### src/hdl/i2cm_pkg.sv
// Shared types and constants for the I2C byte transfer master.
package i2cm_pkg;

  localparam int PhaseW = 5;

  localparam logic [15:0] STRETCH_LIMIT_RESET = 16'd1000;
  localparam logic        REG_STRETCH_LIMIT   = 1'b0;

  localparam logic [1:0] STAT_OK        = 2'd0;
  localparam logic [1:0] STAT_ADDR_NACK = 2'd1;
  localparam logic [1:0] STAT_DATA_NACK = 2'd2;
  localparam logic [1:0] STAT_TIMEOUT   = 2'd3;

  typedef struct packed {
    logic       begin_req;
    logic       is_read;
    logic [6:0] slave_address;
    logic [7:0] byte_count;
    logic [7:0] tx_byte;
    logic       sda_in;
    logic       scl_in;
  } in_t;

  typedef struct packed {
    logic       scl_low;
    logic       sda_low;
    logic       tx_take;
    logic [7:0] rx_byte;
    logic       rx_valid;
    logic       busy_res;
    logic       done_res;
    logic [1:0] status;
  } out_t;

endpackage

### src/hdl/i2cm_regs.sv
// APB configuration register bank holding the clock stretch limit.
module i2cm_regs (
  input  logic        clk,
  input  logic        rst,
  input  logic        psel,
  input  logic        penable,
  input  logic        pwrite,
  input  logic [2:0]  paddr,
  input  logic [31:0] pwdata,
  output logic [31:0] prdata,
  output logic        pready,
  output logic [15:0] stretch_limit
);

  logic wr_en;

  assign pready = 1'b1;
  assign wr_en  = psel & penable & pwrite;

  always_ff @(posedge clk) begin
    if (rst) begin
      stretch_limit <= i2cm_pkg::STRETCH_LIMIT_RESET;
    end else if (wr_en && paddr[2] == i2cm_pkg::REG_STRETCH_LIMIT) begin
      stretch_limit <= pwdata[15:0];
    end
  end

  always_comb begin
    if (paddr[2] == i2cm_pkg::REG_STRETCH_LIMIT) begin
      prdata = {16'd0, stretch_limit};
    end else begin
      prdata = 32'd0;
    end
  end

endmodule

### src/hdl/i2cm_core.sv
// Bus sequencer: transfer state registers and the per-tick next-state and drive logic.
module i2cm_core (
  input  logic             clk,
  input  logic             rst,
  input  logic             step,
  input  i2cm_pkg::in_t    word,
  input  logic [15:0]      stretch_limit,
  output i2cm_pkg::out_t   result
);

  localparam logic [4:0] PH_IDLE     = 5'd0;
  localparam logic [4:0] PH_START_B  = 5'd2;
  localparam logic [4:0] PH_W_LOAD   = 5'd3;
  localparam logic [4:0] PH_W_SET    = 5'd4;
  localparam logic [4:0] PH_W_HIGH   = 5'd5;
  localparam logic [4:0] PH_W_LOW    = 5'd6;
  localparam logic [4:0] PH_WA_SETUP = 5'd7;
  localparam logic [4:0] PH_WA_HIGH  = 5'd8;
  localparam logic [4:0] PH_WA_LOW   = 5'd9;
  localparam logic [4:0] PH_R_WAIT   = 5'd10;
  localparam logic [4:0] PH_R_HOLD   = 5'd11;
  localparam logic [4:0] PH_R_LOW    = 5'd12;
  localparam logic [4:0] PH_RA_SETUP = 5'd13;
  localparam logic [4:0] PH_RA_HIGH  = 5'd14;
  localparam logic [4:0] PH_RA_LOW   = 5'd15;
  localparam logic [4:0] PH_STOP_A   = 5'd16;
  localparam logic [4:0] PH_STOP_B   = 5'd17;
  localparam logic [4:0] PH_STOP_C   = 5'd18;

  logic [i2cm_pkg::PhaseW-1:0] phase, phase_next;
  logic [3:0]  bit_index, bit_index_next;
  logic [7:0]  shift_reg, shift_reg_next;
  logic [7:0]  bytes_left, bytes_left_next;
  logic [15:0] stretch_count, stretch_count_next;
  logic [7:0]  addr_dir, addr_dir_next;
  logic [1:0]  result_code, result_code_next;
  logic        addr_stage, addr_stage_next;

  logic [3:0]  bit_inc;
  logic [15:0] stretch_inc;
  logic [7:0]  bytes_dec;
  logic        more_bytes;

  assign bit_inc     = bit_index + 4'd1;
  assign stretch_inc = stretch_count + 16'd1;
  assign bytes_dec   = bytes_left - 8'd1;
  assign more_bytes  = bytes_left > 8'd1;

  always_comb begin
    phase_next         = phase;
    bit_index_next     = bit_index;
    shift_reg_next     = shift_reg;
    bytes_left_next    = bytes_left;
    stretch_count_next = stretch_count;
    addr_dir_next      = addr_dir;
    result_code_next   = result_code;
    addr_stage_next    = addr_stage;
    result             = '0;
    result.busy_res    = 1'b1;
    case (phase)
      PH_IDLE: begin
        result.busy_res = 1'b0;
        if (word.begin_req) begin
          addr_dir_next    = {word.slave_address, word.is_read};
          bytes_left_next  = word.byte_count;
          result_code_next = i2cm_pkg::STAT_OK;
          addr_stage_next  = 1'b1;
          result.busy_res  = 1'b1;
          result.sda_low   = 1'b1;
          phase_next       = PH_START_B;
        end
      end
      PH_START_B: begin
        result.scl_low = 1'b1;
        result.sda_low = 1'b1;
        shift_reg_next = addr_dir;
        bit_index_next = 4'd0;
        phase_next     = PH_W_SET;
      end
      PH_W_LOAD: begin
        shift_reg_next  = word.tx_byte;
        bytes_left_next = bytes_dec;
        bit_index_next  = 4'd0;
        result.scl_low  = 1'b1;
        result.sda_low  = ~word.tx_byte[7];
        phase_next      = PH_W_HIGH;
      end
      PH_W_SET: begin
        result.scl_low = 1'b1;
        result.sda_low = ~shift_reg[7];
        phase_next     = PH_W_HIGH;
      end
      PH_W_HIGH: begin
        result.sda_low = ~shift_reg[7];
        phase_next     = PH_W_LOW;
      end
      PH_W_LOW: begin
        result.scl_low = 1'b1;
        result.sda_low = ~shift_reg[7];
        shift_reg_next = {shift_reg[6:0], 1'b0};
        bit_index_next = bit_inc;
        phase_next     = bit_inc[3] ? PH_WA_SETUP : PH_W_SET;
      end
      PH_WA_SETUP: begin
        result.scl_low = 1'b1;
        phase_next     = PH_WA_HIGH;
      end
      PH_WA_HIGH: begin
        if (word.sda_in) begin
          result_code_next = addr_stage ? i2cm_pkg::STAT_ADDR_NACK
                                        : i2cm_pkg::STAT_DATA_NACK;
        end
        phase_next = PH_WA_LOW;
      end
      PH_WA_LOW: begin
        result.scl_low = 1'b1;
        if (result_code != i2cm_pkg::STAT_OK || bytes_left == 8'd0) begin
          phase_next = PH_STOP_A;
        end else if (addr_stage && addr_dir[0]) begin
          shift_reg_next     = 8'd0;
          bit_index_next     = 4'd0;
          stretch_count_next = 16'd0;
          phase_next         = PH_R_WAIT;
        end else begin
          result.tx_take = 1'b1;
          phase_next     = PH_W_LOAD;
        end
        addr_stage_next = 1'b0;
      end
      PH_R_WAIT: begin
        if (word.scl_in) begin
          shift_reg_next     = {shift_reg[6:0], word.sda_in};
          stretch_count_next = 16'd0;
          phase_next         = PH_R_HOLD;
        end else if (stretch_inc >= stretch_limit) begin
          result.rx_valid    = 1'b1;
          result_code_next   = i2cm_pkg::STAT_TIMEOUT;
          stretch_count_next = 16'd0;
          phase_next         = PH_STOP_A;
        end else begin
          stretch_count_next = stretch_inc;
        end
      end
      PH_R_HOLD: begin
        phase_next = PH_R_LOW;
      end
      PH_R_LOW: begin
        result.scl_low = 1'b1;
        bit_index_next = bit_inc;
        phase_next     = bit_inc[3] ? PH_RA_SETUP : PH_R_WAIT;
      end
      PH_RA_SETUP: begin
        result.scl_low  = 1'b1;
        result.sda_low  = more_bytes;
        result.rx_valid = 1'b1;
        result.rx_byte  = shift_reg;
        phase_next      = PH_RA_HIGH;
      end
      PH_RA_HIGH: begin
        result.sda_low = more_bytes;
        phase_next     = PH_RA_LOW;
      end
      PH_RA_LOW: begin
        result.scl_low  = 1'b1;
        result.sda_low  = more_bytes;
        bytes_left_next = bytes_dec;
        if (bytes_dec == 8'd0) begin
          phase_next = PH_STOP_A;
        end else begin
          shift_reg_next     = 8'd0;
          bit_index_next     = 4'd0;
          stretch_count_next = 16'd0;
          phase_next         = PH_R_WAIT;
        end
      end
      PH_STOP_A: begin
        result.scl_low = 1'b1;
        result.sda_low = 1'b1;
        phase_next     = PH_STOP_B;
      end
      PH_STOP_B: begin
        result.sda_low = 1'b1;
        phase_next     = PH_STOP_C;
      end
      PH_STOP_C: begin
        result.busy_res = 1'b0;
        result.done_res = 1'b1;
        result.status   = result_code;
        phase_next      = PH_IDLE;
      end
      default: begin
        result.busy_res = 1'b0;
        phase_next      = PH_IDLE;
      end
    endcase
  end

  always_ff @(posedge clk) begin
    if (rst) begin
      phase         <= PH_IDLE;
      bit_index     <= 4'd0;
      shift_reg     <= 8'd0;
      bytes_left    <= 8'd0;
      stretch_count <= 16'd0;
      addr_dir      <= 8'd0;
      result_code   <= 2'd0;
      addr_stage    <= 1'b0;
    end else if (step) begin
      phase         <= phase_next;
      bit_index     <= bit_index_next;
      shift_reg     <= shift_reg_next;
      bytes_left    <= bytes_left_next;
      stretch_count <= stretch_count_next;
      addr_dir      <= addr_dir_next;
      result_code   <= result_code_next;
      addr_stage    <= addr_stage_next;
    end
  end

endmodule

### src/hdl/i2c_master_byte_transfer.sv
// Top level of the I2C byte transfer master: handshake, result register and register bank.
// Each input word is one bus delay tick and yields exactly one result word. For each word
// the sequencer state advances and the result register loads on the edge that accepts
// the word, so a new word is taken every cycle while the result register is free or
// being drained in the same cycle. The register bank holds the clock stretch limit.
module i2c_master_byte_transfer (
  input  logic           clk,
  input  logic           rst,
  input  logic           in_valid,
  output logic           in_ready,
  input  i2cm_pkg::in_t  in_data,
  output logic           out_valid,
  input  logic           out_ready,
  output i2cm_pkg::out_t out_data,
  input  logic           psel,
  input  logic           penable,
  input  logic           pwrite,
  input  logic [2:0]     paddr,
  input  logic [31:0]    pwdata,
  output logic [31:0]    prdata,
  output logic           pready
);

  logic           accept;
  logic [15:0]    stretch_limit;
  i2cm_pkg::out_t result;

  assign in_ready = ~out_valid | out_ready;
  assign accept   = in_valid & in_ready;

  i2cm_regs u_regs (
    .clk           (clk),
    .rst           (rst),
    .psel          (psel),
    .penable       (penable),
    .pwrite        (pwrite),
    .paddr         (paddr),
    .pwdata        (pwdata),
    .prdata        (prdata),
    .pready        (pready),
    .stretch_limit (stretch_limit)
  );

  i2cm_core u_core (
    .clk           (clk),
    .rst           (rst),
    .step          (accept),
    .word          (in_data),
    .stretch_limit (stretch_limit),
    .result        (result)
  );

  always_ff @(posedge clk) begin
    if (rst) begin
      out_valid <= 1'b0;
    end else if (accept) begin
      out_valid <= 1'b1;
    end else if (out_ready) begin
      out_valid <= 1'b0;
    end
  end

  always_ff @(posedge clk) begin
    if (accept) begin
      out_data <= result;
    end
  end

endmodule

### config.mk
export PLATFORM = sky130hd
export DESIGN_NAME = i2c_master_byte_transfer
export DESIGN_NICKNAME = d
export VERILOG_FILES = /design/src/hdl/i2cm_pkg.sv /design/src/hdl/i2cm_regs.sv /design/src/hdl/i2cm_core.sv /design/src/hdl/i2c_master_byte_transfer.sv
export SDC_FILE = /design/constraint.sdc
export NUM_CORES = 1
export LEC_CHECK = 0
export BUFFER_PORTS_ARGS = -buffer_cell sky130_fd_sc_hd__buf_2
export CAP_MARGIN = 20
export CORE_MARGIN = 4
export CORE_UTILIZATION = 40
export DETAILED_ROUTE_END_ITERATION = 8
export PLACE_DENSITY = 0.68
export SKIP_LAST_GASP = 1
export SLEW_MARGIN = 20
export SYNTH_ARGS = -nofsm -noshare
export SYNTH_HDL_FRONTEND = slang
export SYNTH_SLANG_ARGS = --single-unit
### constraint.sdc
create_clock -name clk -period 9.3 [get_ports clk]
set_clock_uncertainty 0.2 [all_clocks]
set_input_delay 0.93 -clock clk [delete_from_list [all_inputs] [get_ports clk]]
set_output_delay 0.93 -clock clk [all_outputs]
set_load 0.03 [all_outputs]
[After elaboration in Yosys (flattened, before gate mapping)]
Index checks and enable logic that the tools add are counted.
Cells by class
  add/sub/neg operators: 3
  $mul: 0
  divide/modulo/power cells: 0
  $lt $le $gt $ge: 2
  equal/unequal tests: 26
  shift-type cells: 0
  mux-type cells: 46
  bitwise gates (word level): 9
  reduce and logical (&&, ||, !) cells: 32
Operators by type and width (number)
  $mux 16: 6
  $pmux 5 s16: 1
  $pmux 16 s3: 1
  $pmux 8 s6: 1
  $eq 5x4->1 const B: 8
  $mux 8: 5
  $mux 5: 5
  $eq 5x3->1 const B: 4
  $add 16x1->16 const B: 1
  $ge 16x16->1: 1
  $logic_not 8->1: 2
  $mux 4: 4
  $pmux 4 s4: 1
  $pmux 8 s2: 1
  $reduce_or 16->1: 1
  $eq 5x5->1 const B: 3
  $mux 2: 6
  $ne 2x2->1 const B: 6
  $reduce_and 3->1: 4
  $reduce_and 6->1: 2
  $eq 5x2->1 const B: 2
  $reduce_and 5->1: 2
  $reduce_or 10->1: 1
  $reduce_or 2->1: 5
  other kinds (21): 45
Storage, ports and cells
  flip-flop bits (word level): 85
  latch bits: 0
  memory bits (writable): 0
  bits in read-only memories: 0
  input bits: 69
  output and inout port bits: 51
  logic and storage cells: 136
  memories: 0

[Logic depth before layout (Yosys ltp)]
  depth in word-level cells: 5
  depth in mapped cells: 15
  mapped depth without buffers: 13

[Hierarchy]
From an unflattened synthesis, not the netlist that was laid out.
Unflattened totals
  cells, all modules: 644
  area total of the unflattened synthesis: 5444.0 um2
By module, submodules not included
  i2cm_core: instances 1, cells an instance 517, area an instance 3951.3 um2, seq. area each 1041.0 um2
  i2cm_regs: instances 1, cells an instance 106, area an instance 957.2 um2, seq. area each 320.3 um2
  i2c_master_byte_transfer: instances 1, cells an instance 21, area an instance 535.5 um2, seq. area each 500.5 um2

[Worst setup path before layout]
OpenSTA, ideal clock, no wires.
  kind: register to register
  from: register u_core.stretch_count[0]
  to: register u_core.phase[0] (netlist bit)
  setup time: 116 ps
  arrival: 3174 ps
  setup slack: 5809 ps
  stages on the path, launching flop included: 15
  path buffers: 1
  clock period less this slack: 3491 ps
  path through: dfxtp_1 ha_1 nand3_1 nor3_1 nand3_1 nor2_1 xor2_1 ha_1 nand2_1 nor2_1 nand2_1 o21a_1 buf_6 or4_1 o211a_1
On the way
  longest elaborated chain between the ends: 4
Ends and longest elaborated chain
  start, declared: line i2cm_core.sv:34  | logic [15:0] stretch_count, stretch_count_next;
  start signal, assigned: line i2cm_core.sv:213  | stretch_count <= stretch_count_next;
  $add 16x1->16: line i2cm_core.sv:45  | assign stretch_inc = stretch_count + 16'd1;
  $ge 16x16->1: line i2cm_core.sv:135  | end else if (stretch_inc >= stretch_limit) begin
  $ne 3x2->1 (no source line)
  $reduce_and 3->1 (no source line)
  end signal, assigned: line i2cm_core.sv:209  | phase <= phase_next;
  end, declared: line i2cm_core.sv:30  | logic [i2cm_pkg::PhaseW-1:0] phase, phase_next;
Every way passes these cells.
A chain may end at the register's enable or synchronous reset.

[Worst setup path in the final report]
  from: register u_core.stretch_count[0]
  to: register u_core.stretch_count[5]
On the way
  longest elaborated chain between the ends: 5
Ends and longest elaborated chain
  $add 16x1->16 (*): line i2cm_core.sv:45
  $ge 16x16->1: line i2cm_core.sv:135
  $mux 16 (*): line i2cm_core.sv:135
  $mux 16 (*): line i2cm_core.sv:131  | if (word.scl_in) begin
  $pmux 16 s3 (*): line i2cm_core.sv:60  | case (phase)
Mark *: on every way between the ends. The rest lies on a longest branch, timed or not.

==> flow_metrics.py <==
metrics = {
    "clock_tree": {
        "cts_buffer_depth": 2,
        "root_buffer": "clkbuf_16",
        "cts_sinks": 85,
        "cts_buffers": 9,
        "cts-resized-gates": 0,
        "htreeDepth": 3,
        "clk_pin_slew_ps": 60,
        "worstSkewPairLatency_ps": 350,
        "ctsHoldBuffers": 0,
        "cts_tree": "built",
        "cts_setup_buffers": 0,
    },
    "min_path": {
        "worstHoldPathCells": 2,
        "worstHoldStart": "u_regs.stretch_limit[4]$_SDFFE_PP0P_",
        "hold_class": "reg2reg",
        "holdPathEnd": "u_regs.stretch_limit[4]$_SDFFE_PP0P_",
    },
    "sta": {
        "worst_pin_slew_ps": 974.2,
        "hold_viol": 0,
        "finalSetupViolCount": 0,
        "slew_viol_final": 0,
        "rsz0062_at_grt": "false",
        "whs_ps": 256.3,
        "relSlewSlack": 0.3506,
        "fmax_ghz": 0.2217,
        "finalSetupTns_ps": 0,
        "period_needed_ps": 4511,
        "period_share": 0.4851,
    },
    "synth": {
        "yosys.area.top_type": "dfxtp_1",
        "synth_area_leaders": "dfxtp_1 (27%), edfxtp_1 (9.3%), nand2_1 (6.2%)",
        "ys_seq_area_frac": 0.3589,
        "ys_warn_count": 0,
        "syn_inst": 643,
        "mappedNetlistArea_um2": 5187,
        "synth_edf_count": 16,
        "async_reset_ff_frac": 0,
        "synth_top_flop_cell": "dfxtp_1",
        "synth.distinct_cells": 73,
        "ys_ff_latch": 85,
        "yosysTopAreaCellShare": 0.2663,
        "syn_avg_cell_area_um2": 8.068,
    },
    "route": {
        "wirelength_um": 13230,
        "antenna_left": 0,
        "vias": 4845,
        "drc_errors": 0,
        "wl_per_cell_um": 15.09,
        "drt-initial-drc-count": 301,
        "vias_per_cell": 5.525,
        "dr.pass1.iters": 5,
    },
    "floorplanning": {
        "start_util": 0.4094,
        "die_area_um2": 14850,
        "core_um2": 12670,
        "num_rows": 41,
        "dieWidth_um": 121.9,
        "die_h_um": 121.9,
        "boundaryPins": 120,
    },
    "finish": {
        "reg_top3": "out_data: 16 flops, u_core.stretch_count: 16 flops, u_regs.stretch_limit: 16 flops",
        "layout_common_cells": "nand2_1 (86), buf_2 (84), nor2_1 (76), dfxtp_1 (69), a21oi_1 (36)",
        "post-route-util": 0.4644,
        "multi_input_area_um2": 2955,
        "fillers": 1301,
        "syn_to_final_growth_pct": 13.43,
        "fin_nets": 790,
        "drive_gt1_frac": 0.1660,
        "antennaDiodeCount": 0,
        "final_common_cell": "nand2_1",
        "layout.area.seq_um2": 1862,
        "final_cells": 877,
    },
    "global_routing": {
        "grt.total_usage": 0.1787,
        "grt_overflow": 0,
        "antenna_found_initial": 0,
        "grt_pass1_vias": 4434,
        "grt_max_degree": 64,
        "grt_first_pass_wirelength_um": 21270,
    },
    "critical_path": {
        "crit_arrival_ps": 4570,
        "rr_worst_depth": 13,
        "crit_fanout": 28,
        "r2r-end": "u_core.stretch_count[5]$_SDFFE_PP0P_",
        "crit_path_end_kind": "flop",
        "rr_startpoint": "u_core.stretch_count[0]$_SDFFE_PP0P_",
        "startpoint_type": "flop",
        "criticalPathCategory": "reg2reg",
        "reg2reg_slack_ps": 4790,
        "crit_required_ps": 9360,
    },
    "placement": {
        "dp.cells": 861,
        "portBuffers": 84,
        "hpwlAfterDp_um": 9653,
        "place.gp.congestion": 0.9111,
    },
    "status": {
        "status": "complete, no violations",
    },
    "pwr": {
        "p_leak_uw": 0.002395,
        "ir_worst_vdd_mv": 0.1084,
        "power_density_nw_per_um2": 167.1,
    },
    "flow_run": {
        "cap_violations": 0,
    },
}
kinds of logic after synthesis:
group | after synthesis | synth area share
AO/OA/AOI/OAI | 146 | 0.1968
XOR/XNOR | 20 | 0.03377
adder cells (fa/ha/maj) | 21 | 0.05065
buffers and inverters | 84 | 0.08345
flip-flops | 85 | 0.3589
multiplexers | 8 | 0.01544
other | 2 | 0.001448
AND/OR/NAND/NOR | 277 | 0.2595
per-layer routing:
metal / up-vias / GRT usage / part of all wire
li1: 2379 / - / -
met1: 2294 / 0.2413 / 0.46
met2: 154 / 0.2838 / 0.47
met3: 18 / 0.03157 / 0.055
met4: 0 / 0.07213 / 0.017
met5: - / 0 / 0
how the worst max path moves through the flow:
stage / from / end / depth (start not counted)
2_1_floorplan: u_core.stretch_count[0]$_SDFFE_PP0P_ / u_core.phase[0]$_SDFFE_PP0P_ / 14
3_3_place_gp: u_core.stretch_count[0]$_SDFFE_PP0P_ / u_core.stretch_count[0]$_SDFFE_PP0P_ / 13
3_5_place_dp: u_core.stretch_count[0]$_SDFFE_PP0P_ / u_core.stretch_count[5]$_SDFFE_PP0P_ / 13
4_1_cts: u_core.stretch_count[0]$_SDFFE_PP0P_ / u_core.stretch_count[5]$_SDFFE_PP0P_ / 13
5_1_grt: u_core.stretch_count[0]$_SDFFE_PP0P_ / u_core.stretch_count[0]$_SDFFE_PP0P_ / 13
6_report: u_core.stretch_count[0]$_SDFFE_PP0P_ / u_core.stretch_count[5]$_SDFFE_PP0P_ / 13
Yosys cell counts (14+ instances only):
cell      instances
a21oi_1          36
buf_4            19
clkbuf_1         22
dfxtp_1          69
edfxtp_1         16
ha_1             21
inv_1            28
nand2_1          86
nand3_1          28
nor2_1           76
nor3_1           14
o21ai_0          15
per-stage QoR:
stage	setup WS (ps)	cell area, um2	total power, uW
after floorplan	5809	5244	575.5
after global placement	4983	5574	614.3
after detailed placement	4901	5574	618.4
after CTS	4852	5878	988.5
after global routing	4424	5884	1025
final	4789	5884	983.1
where the power goes:
group | switching (uW) | leakage, uW | internal [uW] | total [uW]
Clock | 158 | 0.000139 | 211 | 369
Sequential | 23.8 | 0.000721 | 397 | 421
Combinational | 125 | 0.00153 | 67.8 | 193
Total | 307 | 0.00239 | 676 | 983
worst max-delay path, stage by stage, from the launching register on:
cell and delay [ps]:
dfxtp_1 410, ha_1 260, nand3_1 210, nor3_1 610, nand3_1 290, nor2_1 270, xor2_1 120, ha_1 190
a21oi_1 160, o21ai_0 120, a211oi_2 200, o21a_1 800, nand2_1 300, o41ai_2 270
layout make-up:
type	count	area share
multi-input cells	489	0.5022
flip-flops and latches	85	0.3164
repair buffers	87	0.07527
clock buffers	9	0.03827
well taps	172	0.03657
inverters	28	0.01786
clock inverters	7	0.01340
(Power assumes the default switching activity.)
